--- src/rtl/core/mlp_pkg.sv ---
// Shared types and constants for the two-layer perceptron inference unit.
// Used by the controller, the datapath and the top level.
package mlp_pkg;
	localparam int MaxInputs  = 16384;
	localparam int MaxHidden  = 128;
	localparam int MaxOutputs = 16;
	localparam int InW  = $clog2(MaxInputs);
	localparam int HidW = $clog2(MaxHidden);
	localparam int OutW = $clog2(MaxOutputs);
	localparam int AccW = 48;

	localparam logic [2:0] ActW1 = 3'd0;
	localparam logic [2:0] ActB1 = 3'd1;
	localparam logic [2:0] ActW2 = 3'd2;
	localparam logic [2:0] ActB2 = 3'd3;
	localparam logic [2:0] ActSample = 3'd4;

	localparam logic [1:0] RegInputCount  = 2'd0;
	localparam logic [1:0] RegHiddenCount = 2'd1;
	localparam logic [1:0] RegOutputCount = 2'd2;

	typedef enum logic [2:0] {
		OP_IDLE, OP_W1, OP_B1, OP_W2, OP_B2, OP_MAC, OP_ACT, OP_OUT
	} op_t;

	typedef struct packed {
		op_t              op;
		logic [HidW-1:0]  hid;
		logic [OutW-1:0]  outu;
		logic             first;
		logic             last_hid;
		logic             last_out;
	} cmd_t;

	function automatic logic signed [15:0] sat16(input logic signed [63:0] v);
		if (v > 64'sd32767) return 16'sh7fff;
		if (v < -64'sd32768) return 16'sh8000;
		return v[15:0];
	endfunction
endpackage

--- src/rtl/core/mlp_ctrl.sv ---
// Controller: sequences loads, the per-sample MAC sweep, activation and output sweeps.
// Depends on mlp_pkg.
module mlp_ctrl import mlp_pkg::*; (
	input  logic             clk,
	input  logic             arst_n,
	input  logic             in_valid,
	output logic             in_stall,
	input  logic [2:0]       action,
	input  logic [InW-1:0]   input_index,
	input  logic [InW:0]     n_in,
	input  logic [HidW:0]    n_hid,
	input  logic [OutW:0]    n_out,
	input  logic             res_busy,
	output cmd_t             cmd
);
	typedef enum logic [2:0] {S_IDLE, S_MAC, S_ACT, S_OUT, S_WAIT, S_FLUSH} state_t;
	state_t state_q;
	logic [HidW-1:0] h_q;
	logic [OutW-1:0] o_q;
	logic lastvec_q;
	logic accept;
	logic [HidW:0] hend;
	logic hlast, olast;

	assign in_stall = (state_q != S_IDLE);
	assign accept = in_valid && !in_stall;
	assign hend = n_hid - 1'b1;
	assign hlast = ({1'b0, h_q} == hend);
	assign olast = ({1'b0, o_q} == n_out - 1'b1);

	always_comb begin
		cmd = '0;
		cmd.op = OP_IDLE;
		cmd.hid = h_q;
		cmd.outu = o_q;
		cmd.first = (h_q == '0);
		cmd.last_hid = hlast;
		cmd.last_out = olast;
		if (accept) begin
			case (action)
				ActW1: cmd.op = OP_W1;
				ActB1: cmd.op = OP_B1;
				ActW2: cmd.op = OP_W2;
				ActB2: cmd.op = OP_B2;
				default: cmd.op = OP_IDLE;
			endcase
		end
		case (state_q)
			S_MAC: cmd.op = OP_MAC;
			S_ACT: cmd.op = OP_ACT;
			S_OUT: cmd.op = res_busy ? OP_IDLE : OP_OUT;
			default: ;
		endcase
	end

	always_ff @(posedge clk or negedge arst_n) begin
		if (!arst_n) begin
			state_q <= S_IDLE;
			h_q <= '0;
			o_q <= '0;
			lastvec_q <= 1'b0;
		end else begin
			case (state_q)
				S_IDLE: if (accept && action == ActSample && {1'b0, input_index} < n_in) begin
					state_q <= S_MAC;
					h_q <= '0;
					lastvec_q <= ({1'b0, input_index} == n_in - 1'b1);
				end
				S_MAC: begin
					if (hlast) begin
						h_q <= '0;
						o_q <= '0;
						state_q <= lastvec_q ? S_FLUSH : S_WAIT;
					end else h_q <= h_q + 1'b1;
				end
				S_FLUSH: begin
					if (h_q[0]) begin
						h_q <= '0;
						state_q <= S_ACT;
					end else h_q <= h_q + 1'b1;
				end
				S_ACT: begin
					if (hlast) begin
						h_q <= '0;
						state_q <= S_OUT;
					end else h_q <= h_q + 1'b1;
				end
				S_OUT: if (!res_busy) begin
					if (olast) state_q <= S_WAIT;
					else begin
						o_q <= o_q + 1'b1;
						state_q <= S_ACT;
					end
				end
				S_WAIT: state_q <= S_IDLE;
				default: state_q <= S_IDLE;
			endcase
		end
	end
endmodule

--- config.mk ---
export PLATFORM = sky130hd
export DESIGN_NAME = mlp_ctrl
export DESIGN_NICKNAME = d
export VERILOG_FILES = /design/src/rtl/core/mlp_pkg.sv /design/src/rtl/core/mlp_ctrl.sv
export SDC_FILE = /design/constraint.sdc
export NUM_CORES = 1
export LEC_CHECK = 0
export BUFFER_PORTS_ARGS = -buffer_cell sky130_fd_sc_hd__buf_4
export CAP_MARGIN = 10
export CELL_PAD_IN_SITES_DETAIL_PLACEMENT = 0
export CELL_PAD_IN_SITES_GLOBAL_PLACEMENT = 2
export CORE_ASPECT_RATIO = 0.5
export CORE_MARGIN = 2
export CORE_UTILIZATION = 30
export CTS_CLUSTER_SIZE = 20
export DETAILED_ROUTE_END_ITERATION = 10
export HOLD_SLACK_MARGIN = 0.02
export PLACE_DENSITY_LB_ADDON = 0.1
export SYNTH_ARGS = -nofsm -noshare
export SYNTH_HDL_FRONTEND = slang
export SYNTH_SLANG_ARGS = --single-unit
--- constraint.sdc ---
create_clock -name clk -period 3.06 [get_ports clk]
set_clock_uncertainty 0.1 [all_clocks]
set_input_delay 0.153 -clock clk [delete_from_list [all_inputs] [get_ports clk]]
set_output_delay 0.153 -clock clk [all_outputs]
set_load 0.01 [all_outputs]
# ---- After elaboration in Yosys (flattened, before gate mapping)
# Cells that the tools add are included.
dict set report classes {
  order_cmp 1
  n_mux 20
  n_addsub 5
  n_reduce_logical 15
  shift 0
  bitwise_logic 0
  div 0
  multipliers 0
  eq_ne 17
}
# op count
set op_table {}
lappend op_table {{3-bit two-way mux} 8}
lappend op_table {{7-bit two-way mux} 3}
lappend op_table {{7-bit case mux with 3 select lines} 1}
lappend op_table {{14-bit by 15-bit == test with 1-bit output} 1}
lappend op_table {{14-bit by 15-bit less-than comparator with 1-bit output} 1}
lappend op_table {{3-bit case mux with 5 select lines} 1}
lappend op_table {{15-bit by 1-bit subtractor with 15-bit output, second input constant} 1}
lappend op_table {{3-bit by 2-bit == test with 1-bit output, second input constant} 4}
lappend op_table {{4-bit two-way mux} 3}
lappend op_table {{2-bit inequality test, second input constant} 6}
lappend op_table {{3-bit case mux with 4 select lines} 1}
lappend op_table {{3-bit case mux with 3 select lines} 1}
lappend op_table {{7-bit by 8-bit == test with 1-bit output} 1}
lappend op_table {{4-bit case mux with 2 select lines} 1}
lappend op_table {{8-bit by 1-bit subtractor with 8-bit output, second input constant} 1}
lappend op_table {{7-bit by 1-bit adder with 7-bit output, second input constant} 1}
lappend op_table {{7-bit logical NOT} 1}
lappend op_table {{3-bit by 1-bit == test with 1-bit output, second input constant} 2}
lappend op_table {{3-bit == test, second input constant} 2}
lappend op_table {{3-bit logical NOT} 2}
lappend op_table {{3-bit nonzero test} 2}
lappend op_table {{4-bit by 5-bit == test with 1-bit output} 1}
lappend op_table {{5-bit AND reduction} 1}
lappend op_table {{5-bit by 1-bit subtractor with 5-bit output, second input constant} 1}
lappend op_table {{other kinds (8)} 11}
dict set report totals {
  ff_bits 15
  latch_bits 0
  wordCells 62
  memories 0
  inputBits 49
  ram_bits 0
  mem_bits_ro 0
}

# ---- Longest topological paths before layout
dict set report logic_depth {
  depth_word 7
  depth_mapped 10
  mapped_depth_nobuf 8
}

# ---- Worst setup path after synthesis
# No wires, ideal clock.
dict set report synth_path {
  path_type {input to register}
  startpoint {input port n_hid[0]}
  endpoint {register h_q[5]}
  required_ns 2.834
  slack_ns 0.387
  arrival_ns 2.447
  setup_ns 0.126
  cell_stages 10
  cell_sequence {clkbuf_1 inv_1 ha_1 buf_2 or4b_2 nor3_1 nor4_2 nor3_4 and4b_1 a221o_1}
}
dict set report synth_via {
  elab_chain_cells 4
}
# item line
set synth_rtl {}
lappend synth_rtl {{start, declared} mlp_ctrl.sv:11} ;# input logic [HidW:0] n_hid,
lappend synth_rtl {{8-bit by 1-bit subtractor with 8-bit output} mlp_ctrl.sv:27} ;# assign hend = n_hid - 1'b1;
lappend synth_rtl {{7-bit by 8-bit == test with 1-bit output} mlp_ctrl.sv:28} ;# assign hlast = ({1'b0, h_q} == hend);
lappend synth_rtl {{7-bit two-way mux} {mlp_ctrl.sv:70, mlp_ctrl.sv:83}}
lappend synth_rtl {{7-bit case mux with 3 select lines} mlp_ctrl.sv:63} ;# case (state_q)
lappend synth_rtl {{end signal, assigned} mlp_ctrl.sv:74} ;# end else h_q <= h_q + 1'b1;
lappend synth_rtl {{end signal, assigned} mlp_ctrl.sv:80} ;# end else h_q <= h_q + 1'b1;
lappend synth_rtl {{end signal, assigned} mlp_ctrl.sv:86} ;# end else h_q <= h_q + 1'b1;
lappend synth_rtl {{end, declared} mlp_ctrl.sv:18} ;# logic [HidW-1:0] h_q;
# Every way passes these cells.
# A chain may end at the register's enable or synchronous reset.

# ---- Worst setup path in the final report
dict set report layout_path {
  startpoint {register state_q[1]}
  endpoint {register o_q[1]}
}
dict set report layout_via {
  elab_chain_cells 3
  word_cells_on_any_way 8
  classes_between {5 x eq/ne; 1 x mux; 2 x reduce/logical}
}
# item line
set layout_rtl {}
lappend layout_rtl {{start, declared} mlp_ctrl.sv:17} ;# state_t state_q;
lappend layout_rtl {{start signal, assigned} mlp_ctrl.sv:73} ;# state_q <= lastvec_q ? S_FLUSH : S_WAIT;
lappend layout_rtl {{3-bit by 2-bit == test with 1-bit output / 3-bit by 1-bit == test with 1-bit output (equally long branches)} mlp_ctrl.sv:63}
lappend layout_rtl {{2-bit inequality test (no source line) / 2-bit nonzero test (equally long branches)} --}
lappend layout_rtl {{4-bit AND reduction (no source line)} --}
lappend layout_rtl {{end signal, assigned} mlp_ctrl.sv:91} ;# o_q <= o_q + 1'b1;
lappend layout_rtl {{end, declared} mlp_ctrl.sv:19} ;# logic [OutW-1:0] o_q;
# Several ways; a longest one is shown, not always the timed one.

==> implementation parameters <==
Parameter                              Value

Yosys
  Share of the synthesized area in the top cell type ... 15.8%
  Total nets after synthesis ... 379
  Leading area contributor after synthesis ... dfrtp_1
  Yosys warning count ... 0
  Part of the Yosys area used for sequential elements ... 15.8%
  Number of flops mapped to enable cells by yosys ... 0
  Cell count after synthesis ... 309
  FFs w/ async S/R, synth ... 100%
  Mapped cell area ... 2370 um2
  List of most frequent post-synthesis cells ... 27 x inv_1, 21 x ha_1, 21 x nor2_1
  Average footprint of a synthesized cell ... 7.68 um2
  Count leader, synth ... inv_1
  Count of cell types in the netlist ... 62
  Register bit count reported by yosys ... 15
  Flip-flop cell with the highest count after synthesis ... dfrtp_1
  Biggest area contributors in the synthesized netlist ... dfrtp_1 16%, ha_1 11%, xnor2_1 5.9%

Timing
  Final-report hold violation count ... 0
  Finish-stage setup viols ... 0
  Headroom to the max-slew limit ... 61.9%
  Minimum clock period after layout ... 2530 ps
  Setup TNS after final layout ... 0 ps
  Final-report max-slew violation count ... 0
  Pin slew with the least headroom to its limit ... 566 ps
  Max Clock Freq ... 395 MHz
  Portion of the clock cycle consumed by the worst path in the final layout ... 82.8%
  Setup repair after global routing missed its margin ... no

Floorplanning
  Number of placement rows ... 22
  Core Footprint ... 7490 um2
  Die Area ... 8680 um2
  Top Ports ... 67
  Width of the die ... 130 um
  Die height ... 66.9 um
  Effective utilization at floorplan ... 31.7%

Outcome
  Run status ... finished clean

Routing
  Number of vias per cell after detailed routing ... 5.14
  Number of optimization iterations in the first detailed-route pass ... 4
  DRC ... 0
  Routed length per placed instance ... 14.1 um
  Initial detailed-routing violation count ... 144
  Via count of the routed design ... 2462
  Final wirelength ... 6.77 mm
  Antenna viol nets, final ... 0

Setup path
  Cell chain of the critical path ... inv_1, or2_2, nor2_1, o21ai_0, or4b_2, o21ai_0
  Largest stage delay on the critical path ... 670 ps
  Highest fanout seen on the critical path ... 13
  Terminus of the critical flop-to-flop path ... o_q[1]
  Endpoint arrival time on the critical path ... 2600 ps
  Worst setup path startpoint ... state_q[1]
  Cell repeated most along the worst path ... o21ai_0
  Slowest stage cell, crit path ... or4b_2
  End point of the critical path ... o_q[1]
  Reg-to-Reg Start ... state_q[1]
  CP Launch Type ... flop
  Cells on worst reg2reg path ... 6
  Reg-to-reg setup timing slack ... 530 ps
  Crit end category ... flop
  Critical path class ... reg2reg
  Required time of the worst setup path ... 3130 ps

Global route
  Initial antenna violation count ... 0
  Via count of the first global-routing pass ... 2456
  Met2 capacity usage during global routing ... 27.7%
  Overall fraction of global-route tracks in use ... 16.2%
  First-pass GRT wire length ... 11.4 mm
  Global routing met3 resource utilization ... 1.85%
  Maximum number of pins on one net before global-route repair ... 16
  GR Util met1 ... 22.0%
  Overflow after GRT ... 0
  Busiest metal layer after global routing ... met2

Finish
  Ratio of cells with drive above 1 in the final layout ... 23.2%
  Area used by sequential logic in the layout ... 375 um2
  Area of the multi-input gates ... 1840 um2
  Nets ... 442
  Fillers ... 792
  Area delta synth->final ... 29.0%
  Diode insertion count for antenna repair ... 0
  Count of placed standard cells in the final layout, fillers left out ... 479

Place
  Half-perimeter wire length after placement ... 5.50 mm
  Placed instance count ... 474
  Total of buffers placed on input and output ports ... 66
  Placer's final routability congestion estimate ... 0.799

Power and ir drop
  Power density over the cells ... 541 nW/um2
  Worst voltage drop across the vdd grid ... 0.183 mV
  Overall power ... 1.66 mW
  P_leak ... 1.35 nW

CTS
  Number of sinks handled by clock tree synthesis ... 15
  Clock tree from TritonCTS ... done
  Clock input transition at the sequential cells of the worst setup and hold paths ... 50 ps
  PostCTS Resize Cnt ... 0
  Root buffer selected by CTS ... clkbuf_16
  Hold buffer count at cts ... 1
  CTS H-tree lvls ... 1
  Number of buffers on the longest clock path ... 2
  Total setup buffers inserted after CTS ... 0
  Total clock buffers created by CTS ... 3
  Clock latency on the worst-skew pair ... 250 ps

Flow run
  Max cap viols ... 0

Min path
  Hold/Removal Path Class ... in2reg
## power breakdown
group	internal, mW	leakage (nW)	switching [mW]
Combinational	0.471	1.12	0.495
Sequential	0.265	0.195	0.164
Clock	0.176	0.0371	0.0847
## cells by family after synthesis
logic type	count (synthesis)	synth area share [%]
adder cells (fa/ha/maj)	21	11.1
buffers and inverters	39	6.64
XOR/XNOR	32	11.8
multiplexers	3	1.27
AND/OR/NAND/NOR	124	31.5
flip-flops	15	15.8
AO/OA/AOI/OAI	75	21.9
## cell usage in the layout (no fill, tap or decap), types with 4 or more instances in the layout
cell and n:
a211oi_1 5, a21oi_1 12, a31oi_1 6, buf_4 69, dfrtp_1 15, ha_1 21, inv_1 27, nand2_1 16
nand2b_1 8, nand3_1 12, nand3b_1 4, nand4_1 5, nor2_1 21, nor3_1 14, nor4_1 7, nor4b_1 4
o211ai_1 8, o21ai_0 12, o31ai_1 4, xnor2_1 16, xor2_1 16
## state kept, by name, summed over array words and instances (netlist names)
name       cells
h_q            7
o_q            4
state_q        3
lastvec_q      1
## worst min-delay path by stage
stage	from	endpoint	depth (start not counted)
CTS	n_in[13]	lastvec_q	3
floorplan	arst_n	h_q[0]	0
detailed placement	arst_n	state_q[2]	1
global placement	arst_n	lastvec_q	1
finish	n_in[13]	lastvec_q	3
global route	n_in[13]	lastvec_q	3
## routing by layer
layer / part of all wire, % / routed length [um]
met4: 0.96 / 65
met1: 51 / 3430
met2: 45 / 3020
met3: 3.6 / 245
met5: 0 / 0
## per-stage QoR
step                      utilization [%]  worst slack (ps)  hold WS, ps  area (um2)
after detailed placement             39.7               286        -68.9        2970
after floorplan                         -               387         -243        2370
after global routing                 40.9               329          157        3060
after global placement               39.7               347        -75.2        2970
after CTS                            40.9               543          140        3060
final                                40.9               526          149        3060
## area by class of cell
cell class,count,area share [%]
clock inverter,1,0.245
tap,108,4.41
inverter,27,3.31
clock buffer,3,2.45
sequential,15,12.3
multi-input combinational,255,60.1
timing repair buffer,70,17.2
## worst max-delay path, delay by kind of cell (launching register included)
kind            cells  cell delay [ps]
simple gates        3             1170
flops               1              630
compound gates      2              350
buf+inv             1              210
No activity file was read; power rests on OpenSTA's default activity.
